--- config.mk ---
export PLATFORM = sky130hd
export DESIGN_NAME = websocket_frame_deframer
export DESIGN_NICKNAME = d
export VERILOG_FILES = /design/src/rtl/wdf_pkg.sv /design/src/rtl/websocket_frame_deframer.sv
export VERILOG_INCLUDE_DIRS = /design/src /design/src/rtl
export SDC_FILE = /design/constraint.sdc
export NUM_CORES = 1
export LEC_CHECK = 0
export BUFFER_PORTS_ARGS = -buffer_cell sky130_fd_sc_hd__buf_2
export CAP_MARGIN = 5
export CORE_AREA = 2 2 140 142
export DETAILED_ROUTE_END_ITERATION = 16
export DIE_AREA = 0 0 142 144
export GPL_TIMING_DRIVEN = 0
export PLACE_DENSITY = 0.61
export REMOVE_ABC_BUFFERS = 1
export SLEW_MARGIN = 20
export SYNTH_ARGS = -nofsm -noshare
export SYNTH_HDL_FRONTEND = slang
export SYNTH_SLANG_ARGS = --single-unit
--- constraint.sdc ---
create_clock -name clk_i -period 5 [get_ports clk_i]
set_clock_uncertainty 0.1 [all_clocks]
set_input_delay 0.25 -clock clk_i [delete_from_list [all_inputs] [get_ports clk_i]]
set_output_delay 0.25 -clock clk_i [all_outputs]
set_load 0.05 [all_outputs]
--- src/rtl/assert_macros.svh ---
// Assertion macros used by the deframer RTL file.
`ifndef ASSERT_MACROS_SVH
`define ASSERT_MACROS_SVH

`ifndef SYNTHESIS

`define WDF_ASSERT_IMP(lbl, clk, rstn, ante, cons) \
  lbl: assert property (@(posedge clk) disable iff (!rstn) (ante) |-> (cons)) \
    else $error("assertion failed: same-cycle implication");

`define WDF_ASSERT_NXT(lbl, clk, rstn, ante, cons) \
  lbl: assert property (@(posedge clk) disable iff (!rstn) (ante) |=> (cons)) \
    else $error("assertion failed: next-cycle implication");

`else

`define WDF_ASSERT_IMP(lbl, clk, rstn, ante, cons)

`define WDF_ASSERT_NXT(lbl, clk, rstn, ante, cons)

`endif

`endif

--- src/rtl/wdf_pkg.sv ---
// Types and constants of the frame deframer.
`timescale 1ns / 1ps

package wdf_pkg;

  typedef enum logic [6:0] {
    PH_HDR0  = 7'b0000001,
    PH_HDR1  = 7'b0000010,
    PH_EXT16 = 7'b0000100,
    PH_EXT64 = 7'b0001000,
    PH_KEY   = 7'b0010000,
    PH_PAY   = 7'b0100000,
    PH_SKIP  = 7'b1000000
  } phase_e;

  localparam logic [1:0] ST_OK        = 2'd0;
  localparam logic [1:0] ST_TRUNCATED = 2'd1;
  localparam logic [1:0] ST_TOO_LARGE = 2'd2;

  localparam logic [6:0] LEN_CODE_EXT16 = 7'd126;
  localparam logic [6:0] LEN_CODE_EXT64 = 7'd127;

  localparam logic [3:0] EXT16_BYTES = 4'd2;
  localparam logic [3:0] EXT64_BYTES = 4'd8;
  localparam logic [3:0] KEY_BYTES   = 4'd4;

endpackage

--- src/rtl/websocket_frame_deframer.sv ---
// Frame deframer: header parse, length decode, mask key capture, payload unmask.
//
//   channel  handshake               payload
//   in       in_valid_i / in_stall_o   in_byte_i, end_of_buffer_i
//   out      out_valid_o / out_stall_i out_byte_o, byte_valid_o, frame_done_o,
//                                     status_o, payload_length_o,
//                                     frame_opcode_o, fin_flag_o, mask_flag_o
//
// One byte per clock while in_stall_o is low; a payload byte or end-of-buffer byte
// leaves a result in the output register in the cycle after acceptance.
// Reset clears the parse state and empties the output register.
// in_stall_o is high only while a held result is stalled by out_stall_i.
`timescale 1ns / 1ps
`include "assert_macros.svh"

module websocket_frame_deframer #(
  parameter int LEN_BITS = 32
) (
  input  logic        clk_i,
  input  logic        rst_ni,
  input  logic        in_valid_i,
  output logic        in_stall_o,
  input  logic [7:0]  in_byte_i,
  input  logic        end_of_buffer_i,
  output logic        out_valid_o,
  input  logic        out_stall_i,
  output logic [7:0]  out_byte_o,
  output logic        byte_valid_o,
  output logic        frame_done_o,
  output logic [1:0]  status_o,
  output logic [31:0] payload_length_o,
  output logic [3:0]  frame_opcode_o,
  output logic        fin_flag_o,
  output logic        mask_flag_o
);

  wdf_pkg::phase_e       phase_q, phase_d;
  logic [3:0]            hidx_q, hidx_d;
  logic [LEN_BITS-1:0]   accum_q, accum_d;
  logic                  ovf_q, ovf_d;
  logic [31:0]           key_q, key_d;
  logic                  mask_on_q, mask_on_d;
  logic [LEN_BITS-1:0]   left_q, left_d;
  logic [1:0]            kpos_q, kpos_d;
  logic                  too_large_q, too_large_d;
  logic [3:0]            opc_q, opc_d;
  logic                  fin_q, fin_d;

  logic                  accept;
  logic                  load;
  logic                  complete;
  logic                  start;
  logic                  bvalid;
  logic [7:0]            obyte;
  logic [7:0]            key_byte;
  logic [1:0]            status;
  logic [63:0]           len_wide;
  logic                  out_valid_q, out_valid_d;

  logic [7:0]            out_byte_q;
  logic                  byte_valid_q;
  logic                  frame_done_q;
  logic [1:0]            status_q;
  logic [31:0]           payload_length_q;
  logic [3:0]            frame_opcode_q;
  logic                  fin_flag_q;
  logic                  mask_flag_q;
  logic                  summary_clear;
  logic                  restarted;

  assign in_stall_o = out_valid_q & out_stall_i;
  assign accept     = in_valid_i & ~in_stall_o;

  always_comb begin
    case (kpos_q)
      2'd0:    key_byte = key_q[31:24];
      2'd1:    key_byte = key_q[23:16];
      2'd2:    key_byte = key_q[15:8];
      default: key_byte = key_q[7:0];
    endcase
  end

  always_comb begin
    phase_d     = phase_q;
    hidx_d      = hidx_q;
    accum_d     = accum_q;
    ovf_d       = ovf_q;
    key_d       = key_q;
    mask_on_d   = mask_on_q;
    left_d      = left_q;
    kpos_d      = kpos_q;
    too_large_d = too_large_q;
    opc_d       = opc_q;
    fin_d       = fin_q;
    complete    = 1'b0;
    start       = 1'b0;
    bvalid      = 1'b0;
    obyte       = 8'd0;

    case (phase_q)
      wdf_pkg::PH_HDR0: begin
        fin_d   = in_byte_i[7];
        opc_d   = in_byte_i[3:0];
        phase_d = wdf_pkg::PH_HDR1;
      end
      wdf_pkg::PH_HDR1: begin
        mask_on_d = in_byte_i[7];
        hidx_d    = 4'd0;
        accum_d   = '0;
        ovf_d     = 1'b0;
        if (in_byte_i[6:0] == wdf_pkg::LEN_CODE_EXT16) begin
          phase_d = wdf_pkg::PH_EXT16;
        end else if (in_byte_i[6:0] == wdf_pkg::LEN_CODE_EXT64) begin
          phase_d = wdf_pkg::PH_EXT64;
        end else begin
          accum_d  = LEN_BITS'(in_byte_i[6:0]);
          complete = 1'b1;
        end
      end
      wdf_pkg::PH_EXT16, wdf_pkg::PH_EXT64: begin
        accum_d = {accum_q[LEN_BITS-9:0], in_byte_i};
        ovf_d   = ovf_q | (|accum_q[LEN_BITS-1 -: 8]);
        hidx_d  = hidx_q + 4'd1;
        if (hidx_d == ((phase_q == wdf_pkg::PH_EXT16) ? wdf_pkg::EXT16_BYTES
                                                       : wdf_pkg::EXT64_BYTES)) begin
          complete = 1'b1;
        end
      end
      wdf_pkg::PH_KEY: begin
        key_d  = {key_q[23:0], in_byte_i};
        hidx_d = hidx_q + 4'd1;
        if (hidx_d == wdf_pkg::KEY_BYTES) begin
          start = 1'b1;
        end
      end
      wdf_pkg::PH_PAY: begin
        obyte  = in_byte_i ^ (mask_on_q ? key_byte : 8'd0);
        kpos_d = kpos_q + 2'd1;
        bvalid = 1'b1;
        left_d = left_q - LEN_BITS'(1);
        if (left_q == LEN_BITS'(1)) begin
          phase_d = wdf_pkg::PH_SKIP;
        end
      end
      default: begin
      end
    endcase

    if (complete) begin
      if (ovf_d) begin
        too_large_d = 1'b1;
        phase_d     = wdf_pkg::PH_SKIP;
      end else if (mask_on_d) begin
        hidx_d  = 4'd0;
        phase_d = wdf_pkg::PH_KEY;
      end else begin
        start = 1'b1;
      end
    end

    if (start) begin
      left_d  = accum_d;
      kpos_d  = 2'd0;
      phase_d = (accum_d != '0) ? wdf_pkg::PH_PAY : wdf_pkg::PH_SKIP;
    end

    if (too_large_d) begin
      status = wdf_pkg::ST_TOO_LARGE;
    end else if (phase_d == wdf_pkg::PH_SKIP) begin
      status = wdf_pkg::ST_OK;
    end else begin
      status = wdf_pkg::ST_TRUNCATED;
    end
  end

  assign len_wide    = 64'(accum_d);
  assign load        = accept & (bvalid | end_of_buffer_i);
  assign out_valid_d = load | (out_valid_q & out_stall_i);

  always_ff @(posedge clk_i or negedge rst_ni) begin
    if (!rst_ni) begin
      phase_q     <= wdf_pkg::PH_HDR0;
      hidx_q      <= 4'd0;
      accum_q     <= '0;
      ovf_q       <= 1'b0;
      key_q       <= 32'd0;
      mask_on_q   <= 1'b0;
      left_q      <= '0;
      kpos_q      <= 2'd0;
      too_large_q <= 1'b0;
      opc_q       <= 4'd0;
      fin_q       <= 1'b0;
      out_valid_q <= 1'b0;
    end else begin
      out_valid_q <= out_valid_d;
      if (accept) begin
        if (end_of_buffer_i) begin
          phase_q     <= wdf_pkg::PH_HDR0;
          hidx_q      <= 4'd0;
          accum_q     <= '0;
          ovf_q       <= 1'b0;
          key_q       <= 32'd0;
          mask_on_q   <= 1'b0;
          left_q      <= '0;
          kpos_q      <= 2'd0;
          too_large_q <= 1'b0;
          opc_q       <= 4'd0;
          fin_q       <= 1'b0;
        end else begin
          phase_q     <= phase_d;
          hidx_q      <= hidx_d;
          accum_q     <= accum_d;
          ovf_q       <= ovf_d;
          key_q       <= key_d;
          mask_on_q   <= mask_on_d;
          left_q      <= left_d;
          kpos_q      <= kpos_d;
          too_large_q <= too_large_d;
          opc_q       <= opc_d;
          fin_q       <= fin_d;
        end
      end
    end
  end

  always_ff @(posedge clk_i) begin
    if (load) begin
      out_byte_q     <= obyte;
      byte_valid_q   <= bvalid;
      frame_done_q   <= end_of_buffer_i;
      if (end_of_buffer_i) begin
        status_q         <= status;
        payload_length_q <= len_wide[31:0];
        frame_opcode_q   <= opc_d;
        fin_flag_q       <= fin_d;
        mask_flag_q      <= mask_on_d;
      end else begin
        status_q         <= wdf_pkg::ST_OK;
        payload_length_q <= 32'd0;
        frame_opcode_q   <= 4'd0;
        fin_flag_q       <= 1'b0;
        mask_flag_q      <= 1'b0;
      end
    end
  end

  assign out_valid_o      = out_valid_q;
  assign out_byte_o       = out_byte_q;
  assign byte_valid_o     = byte_valid_q;
  assign frame_done_o     = frame_done_q;
  assign status_o         = status_q;
  assign payload_length_o = payload_length_q;
  assign frame_opcode_o   = frame_opcode_q;
  assign fin_flag_o       = fin_flag_q;
  assign mask_flag_o      = mask_flag_q;

  assign summary_clear = (status_q == wdf_pkg::ST_OK) & (payload_length_q == 32'd0);
  assign restarted     = (phase_q == wdf_pkg::PH_HDR0) & out_valid_q & frame_done_q;

  `WDF_ASSERT_IMP(a_no_empty_result, clk_i, rst_ni, out_valid_o, byte_valid_o || frame_done_o)
  `WDF_ASSERT_IMP(a_pay_has_bytes, clk_i, rst_ni, phase_q == wdf_pkg::PH_PAY, left_q != '0)
  `WDF_ASSERT_IMP(a_summary_only_at_end, clk_i, rst_ni, out_valid_o && !frame_done_o, summary_clear)
  `WDF_ASSERT_NXT(a_restart_after_end, clk_i, rst_ni, accept && end_of_buffer_i, restarted)

endmodule
==> results.cfg, run 1 <==
[run_status]
status = finished clean

[synthesis]
synthAdderAreaFrac = 0.0120
synthCells = 774
ys.flop_type = dfrtp_1
yosys.area_share.simple = 0.156
yosys_warnings = 0
yosys-top-cells-area = dfrtp_1 35%, edfxtp_1 18%, a22o_1 10%
synthesis.area_um2 = 8350
synth_cell_types = 62
synth-xor-area-share = 0.0105
yosysTopAreaCell = dfrtp_1
ys_ff_latch = 168
synthMuxAreaShare = 0.0362
syn_avg_cell_area_um2 = 10.8
yosysSeqAreaShare = 0.533
synth-edff-count = 50
synth_compound_area_frac = 0.218
netlist.area_leader.share = 0.351
async_flop_share = 0.702
synth_top_family_by_area = compound AO/OA/AOI/OAI gates

[flow_run]
cap_violations = 0

[timing]
setup_viol = 0
period_needed_ns = 3.76
hold_violations = 0
drv_slew = 0
tightest_slew_ns = 1.07
fmax_ghz = 0.266
rsz0062_at_grt = false
finalCritPeriodShare = 0.751
relSlewSlack = 0.288

[power_and_ir_drop]
powerDensity_nw_per_um2 = 414
p_leak_nw = 4.35
peakVddDrop_mv = 0.246
total_power_w = 0.00400

[global_routing]
grt_pass1_vias = 6617
antenna_found_initial = 0
overflow = 0
grt_pass1_wl_um = 36000
grt_max_degree = 78
track_usage = 0.228

[floorplan]
rows = 51
core_um2 = 19100
io_pins = 65
initial_core_util = 0.438
die_h_um = 144
dieArea_um2 = 20400
die_x_um = 142

[routing]
wl_um = 22800
wl_per_cell_um = 21.4
drt-vias-per-instance = 6.28
drc = 0
drt_iter0_markers = 689
vias = 6712
ant_nets = 0
first_pass_iters = 5

[clock_tree]
clk_latency_ns = 0.43
cts_sinks = 168
clkTransAtPathRegs_ns = 0.07
cts-root-buf = clkbuf_16
cts.repair.resized = 0
cts_tree = done
tritoncts.num_buffers = 17
cts_max_level = 4
clockBufferDepth = 2

[hold_path]
hold_class = primary input to flip-flop

[worst_setup_path]
critPathCaptureType = flip-flop
cp_max_fo = 28
rrSetupSlack_ns = 1.24
critPathBufInv = 0
critPathTopFamily = simple AND/OR/NAND/NOR gates
timing.critical_path.cells = nor3_2 -> and3_1 -> a22o_1 -> nor4_4 -> nor2_4 -> a21oi_1 -> a32o_1
regToRegEndpoint = left_q[23]
critPathLaunch = phase_q[4]
r2r.worst_path.cells = 7
crit_type = flip-flop to flip-flop
cp.arrival_ns = 3.98
cpMaxStageDelayCell = and3_1
timing.critical_path.to = left_q[23]
rr_startpoint = phase_q[4]
slowest_delay_ns = 0.95
startpoint_type = flip-flop
path_depth = 7
worstPathRequired_ns = 5.22

[placed_design]
place.gp.congestion = 0.896
place_hpwl_um = 15600
portBuffers = 64

[cells_and_area]
n_antenna_cell = 0
syn_to_final_growth_pct = 15.5
final_cell_mix = 117 x dfrtp_1, 100 x a22o_1, 64 x buf_2
final_common_cell = dfrtp_1
drive_gt1_frac = 0.170
fin_nets = 839
fin_util = 0.506
[kinds of logic (layout without fill, tap and decap cells)]
group / after synthesis / in the layout
and+or+nand+nor: 249 / 249
AOI/OAI and AO/OA: 240 / 240
DFF: 168 / 168
buffers and inverters: 69 / 126
muxes: 30 / 30
xor gates and xnor gates: 10 / 10
adders and majority gates: 8 / 8
[tightest hold or removal path, delay by kind of cell]
family          cells  cell delay, ns
buf+inv             1            0.07
simple gates        1            0.09
compound gates      1            0.09
[state kept, by name (all words and copies together) (netlist names), 2 cells and up]
| register | count |
|---|---|
| hidx_q | 4 |
| left_q | 32 |
| key_q | 32 |
| phase_q | 7 |
| frame_opcode_o | 4 |
| payload_length_o | 32 |
| opc_q | 4 |
| kpos_q | 2 |
| status_o | 2 |
| accum_q | 32 |
| out_byte_o | 8 |
[cells in the mapped netlist, drive strengths merged, types with 12 or more instances]
library cell  count
nor4             15
nor3             27
buf              15
edfxtp           50
a21oi            17
nor2             67
and2             29
inv              12
nand2            57
mux2i            28
dfrtp           117
o21ai            43
o22ai            14
clkbuf           40
a22o            100
[worst min path at each step]
stage | from | cells past startpoint | end | slack, ns
2_1_floorplan | rst_ni | 0 | accum_q[0] | -0.15
3_3_place_gp | left_q[18] | 1 | left_q[18] | 0.37
3_5_place_dp | rst_ni | 1 | key_q[2] | 0.09
4_1_cts | out_stall_i | 3 | out_valid_o | 0.01
5_1_grt | out_stall_i | 3 | out_valid_o | 0.05
6_report | out_stall_i | 3 | out_valid_o | 0.01
[metrics by stage]
step	TNS (ns)	instances	cell area (um^2)	hold WS [ns]	setup slack [ns]
global route	0	1069	9650	0.0489	1.03
floorplan	0	719	8120	-0.146	0.823
CTS	0	1068	9640	0.0113	1.27
finish	0	1069	9650	0.0115	1.24
detailed placement	0	1035	9030	0.0905	1.29
global placement	-70.45	1021	8740	0.368	-0.985
[final cells by class]
class	count	area [um^2]
clock buffer	21	480
timing repair buffer	80	571
inverter	14	52.6
tap	238	298
clock inverter	11	121
sequential	168	4460
multi-input combinational	537	3670
fill	1704	9430
[where the power goes]
part | total, W | internal, W | switching, W
logic | 0.00109 | 0.000396 | 0.000691
registers | 0.00157 | 0.00150 | 0.0000718
clock network | 0.00134 | 0.000788 | 0.000554
[timing repair]
action                    CTS  global route
buffers inserted            0             0
hold endpoints to repair   41             0
hold buffers                1             0
[metal layers]
layer / share of wire / global-route usage / vias to the layer above
li1: - / - / 3017
met1: 0.45 / 0.314 / 3362
met2: 0.47 / 0.358 / 293
met3: 0.059 / 0.0364 / 40
met4: 0.026 / 0.104 / 0
met5: 0 / 0 / -
Power figures use the tool's default switching activity.
==> inputs of run 2 (changes only) <==
==> constraint.sdc (replaced) <==
create_clock -name clk_i -period 3.9 [get_ports clk_i]
set_clock_uncertainty 0.1 [all_clocks]
set_input_delay 0.195 -clock clk_i [delete_from_list [all_inputs] [get_ports clk_i]]
set_output_delay 0.195 -clock clk_i [all_outputs]
set_load 0.05 [all_outputs]
==> run 2 against run 1 <==
Power is 28% higher. Via count up 0.10%. Sequential power up 28%. Core utilization rose by 0.059 points. Critical path type unchanged. Critical endpoint unchanged. Highest routed layer unchanged.
==> results.cfg, run 2 (synthesized netlist as in run 1, its figures left out) <==
[routing]
drc = 0
route.met2.wl_um = 10600
vias = 6719
wl_um = 22800
top_layer_used = met4
drt-vias-per-instance = 6.28
met1_length_um = 10400
first_pass_iters = 6
drt_iter0_markers = 711
wl_per_cell_um = 21.3
ant_nets = 0
wl_met3_um = 1220

[global_routing]
track_usage = 0.228
overflow = 0
grt_pass1_wl_um = 36000
antenna_found_initial = 0
grt_pass1_vias = 6616
grt_max_degree = 78

[floorplan]
io_pins = 65
rows = 51
dieArea_um2 = 20400
core_um2 = 19100
initial_core_util = 0.438
die_x_um = 142
die_h_um = 144

[clock_tree]
cts-root-buf = clkbuf_16
clkTransAtPathRegs_ns = 0.07
cts_tree = done
clk_latency_ns = 0.43
post-cts-setup-buffers = 0
tritoncts.num_buffers = 17
clockBufferDepth = 2
cts_max_level = 4
cts_sinks = 168

[power_and_ir_drop]
p_seq_frac = 0.393
powerDensity_nw_per_um2 = 529
internal_power_w = 0.00344
pwr-share-clk = 0.335
p_sw_frac = 0.328
switchingPower_w = 0.00168
peakVddDrop_mv = 0.314
p_leak_nw = 4.36
comb_power_share = 0.272

[cells_and_area]
syn_to_final_growth_pct = 15.7
final_cell_mix = 117 x dfrtp_1, 100 x a22o_1, 64 x buf_2
final-instance-count-excl-fill = 1070
drive_gt1_frac = 0.171
n_antenna_cell = 0
final_common_cell = dfrtp_1
fin_nets = 840
nFillCells = 1704

[timing]
drv_slew = 0
finalCritPeriodShare = 0.928
rsz0062_at_grt = false
period_needed_ns = 3.62
fmax_ghz = 0.276
hold_violations = 0
setup_viol = 0
tightest_slew_ns = 0.973
relSlewSlack = 0.347
tns_ns = 0

[placed_design]
place_hpwl_um = 15600
place.gp.congestion = 0.896
portBuffers = 64
post-place-cells = 1035

[hold_path]
hold_class = primary input to flip-flop

[worst_setup_path]
crit_type = flip-flop to flip-flop
rrSetupSlack_ns = 0.28
cp_max_fo = 22
worstPathRequired_ns = 4.12
startpoint_type = flip-flop
timing.critical_path.to = left_q[23]
cp.arrival_ns = 3.84
critPathLaunch = phase_q[4]
critPathCaptureType = flip-flop
rr_startpoint = phase_q[4]
r2r.worst_path.cells = 8
regToRegEndpoint = left_q[23]

[flow_run]
cap_violations = 0

[run_status]
status = finished clean
## run 2: cell count changes in the layout (fill, tap and decap cells not counted)
cell           change
dlygate4sd3_1      +1
and3_1             -1
and3_2             +1
## run 2: worst max-delay path, cell delays in order (launching register included)
cell and delay (ns):
dfrtp_1 0.46, nor3_2 0.44, o211ai_1 0.32, o311a_1 0.25, nor4_4 0.88, nor2_4 0.27, buf_16 0.27, or2_0 0.23
a32o_1 0.27
## run 2: how the worst min path moves through the flow
stage	startpoint	endpoint	slack (ns)	cells after the start
2_1_floorplan	rst_ni	accum_q[0]	-0.20	0
6_report	in_byte_i[6]	accum_q[6]	0.02	2
4_1_cts	in_byte_i[4]	key_q[4]	0.008	2
5_1_grt	in_byte_i[5]	key_q[5]	0.02	2
3_3_place_gp	left_q[18]	left_q[18]	0.37	1
3_5_place_dp	rst_ni	key_q[2]	0.04	1
## run 2: power groups by stage
stage / Sequential (W) / Combinational (W) / Clock [W]
3_3_place_gp: 0.00204 / 0.00130 / 0
3_5_place_dp: 0.00204 / 0.00138 / 0
2_1_floorplan: 0.00211 / 0.000908 / 0
6_report: 0.00201 / 0.00139 / 0.00171
4_1_cts: 0.00201 / 0.00139 / 0.00175
5_1_grt: 0.00202 / 0.00152 / 0.00182
## run 2: area by class of cell
class                   instances  area (um^2)  share of cell area
well taps                     238          298              0.0308
clock inverters                11          121              0.0126
clock buffers                  21          480              0.0497
multi-input cells             537         3670               0.380
inverters                      14         52.6             0.00544
flip-flops and latches        168         4460               0.461
repair buffers                 81          581              0.0601
## run 2: per-stage QoR
stage               hold slack, ns   util  cell area [um^2]  power [W]  setup WS (ns)
global route                0.0244  0.506              9660    0.00536         0.0655
finish                      0.0236  0.506              9660    0.00512          0.280
floorplan                   -0.201      -              8120    0.00302         -0.277
global placement             0.368  0.458              8740    0.00334          -2.08
CTS                        0.00810  0.506              9650    0.00514          0.173
detailed placement          0.0355  0.473              9030    0.00342          0.191
## run 2: timing repair
action / in CTS / in global routing
setup endpoints to repair: 0 / 22
resized for setup: 0 / 1
endpoints found under the hold margin: 42 / 0
hold buffers: 2 / 0
## run 2: routing by layer
layer  vias up  global-route usage
li1       3020                   -
met1      3379               0.313
met2       274               0.358
met3        46              0.0364
met4         0               0.104
met5         -                   0
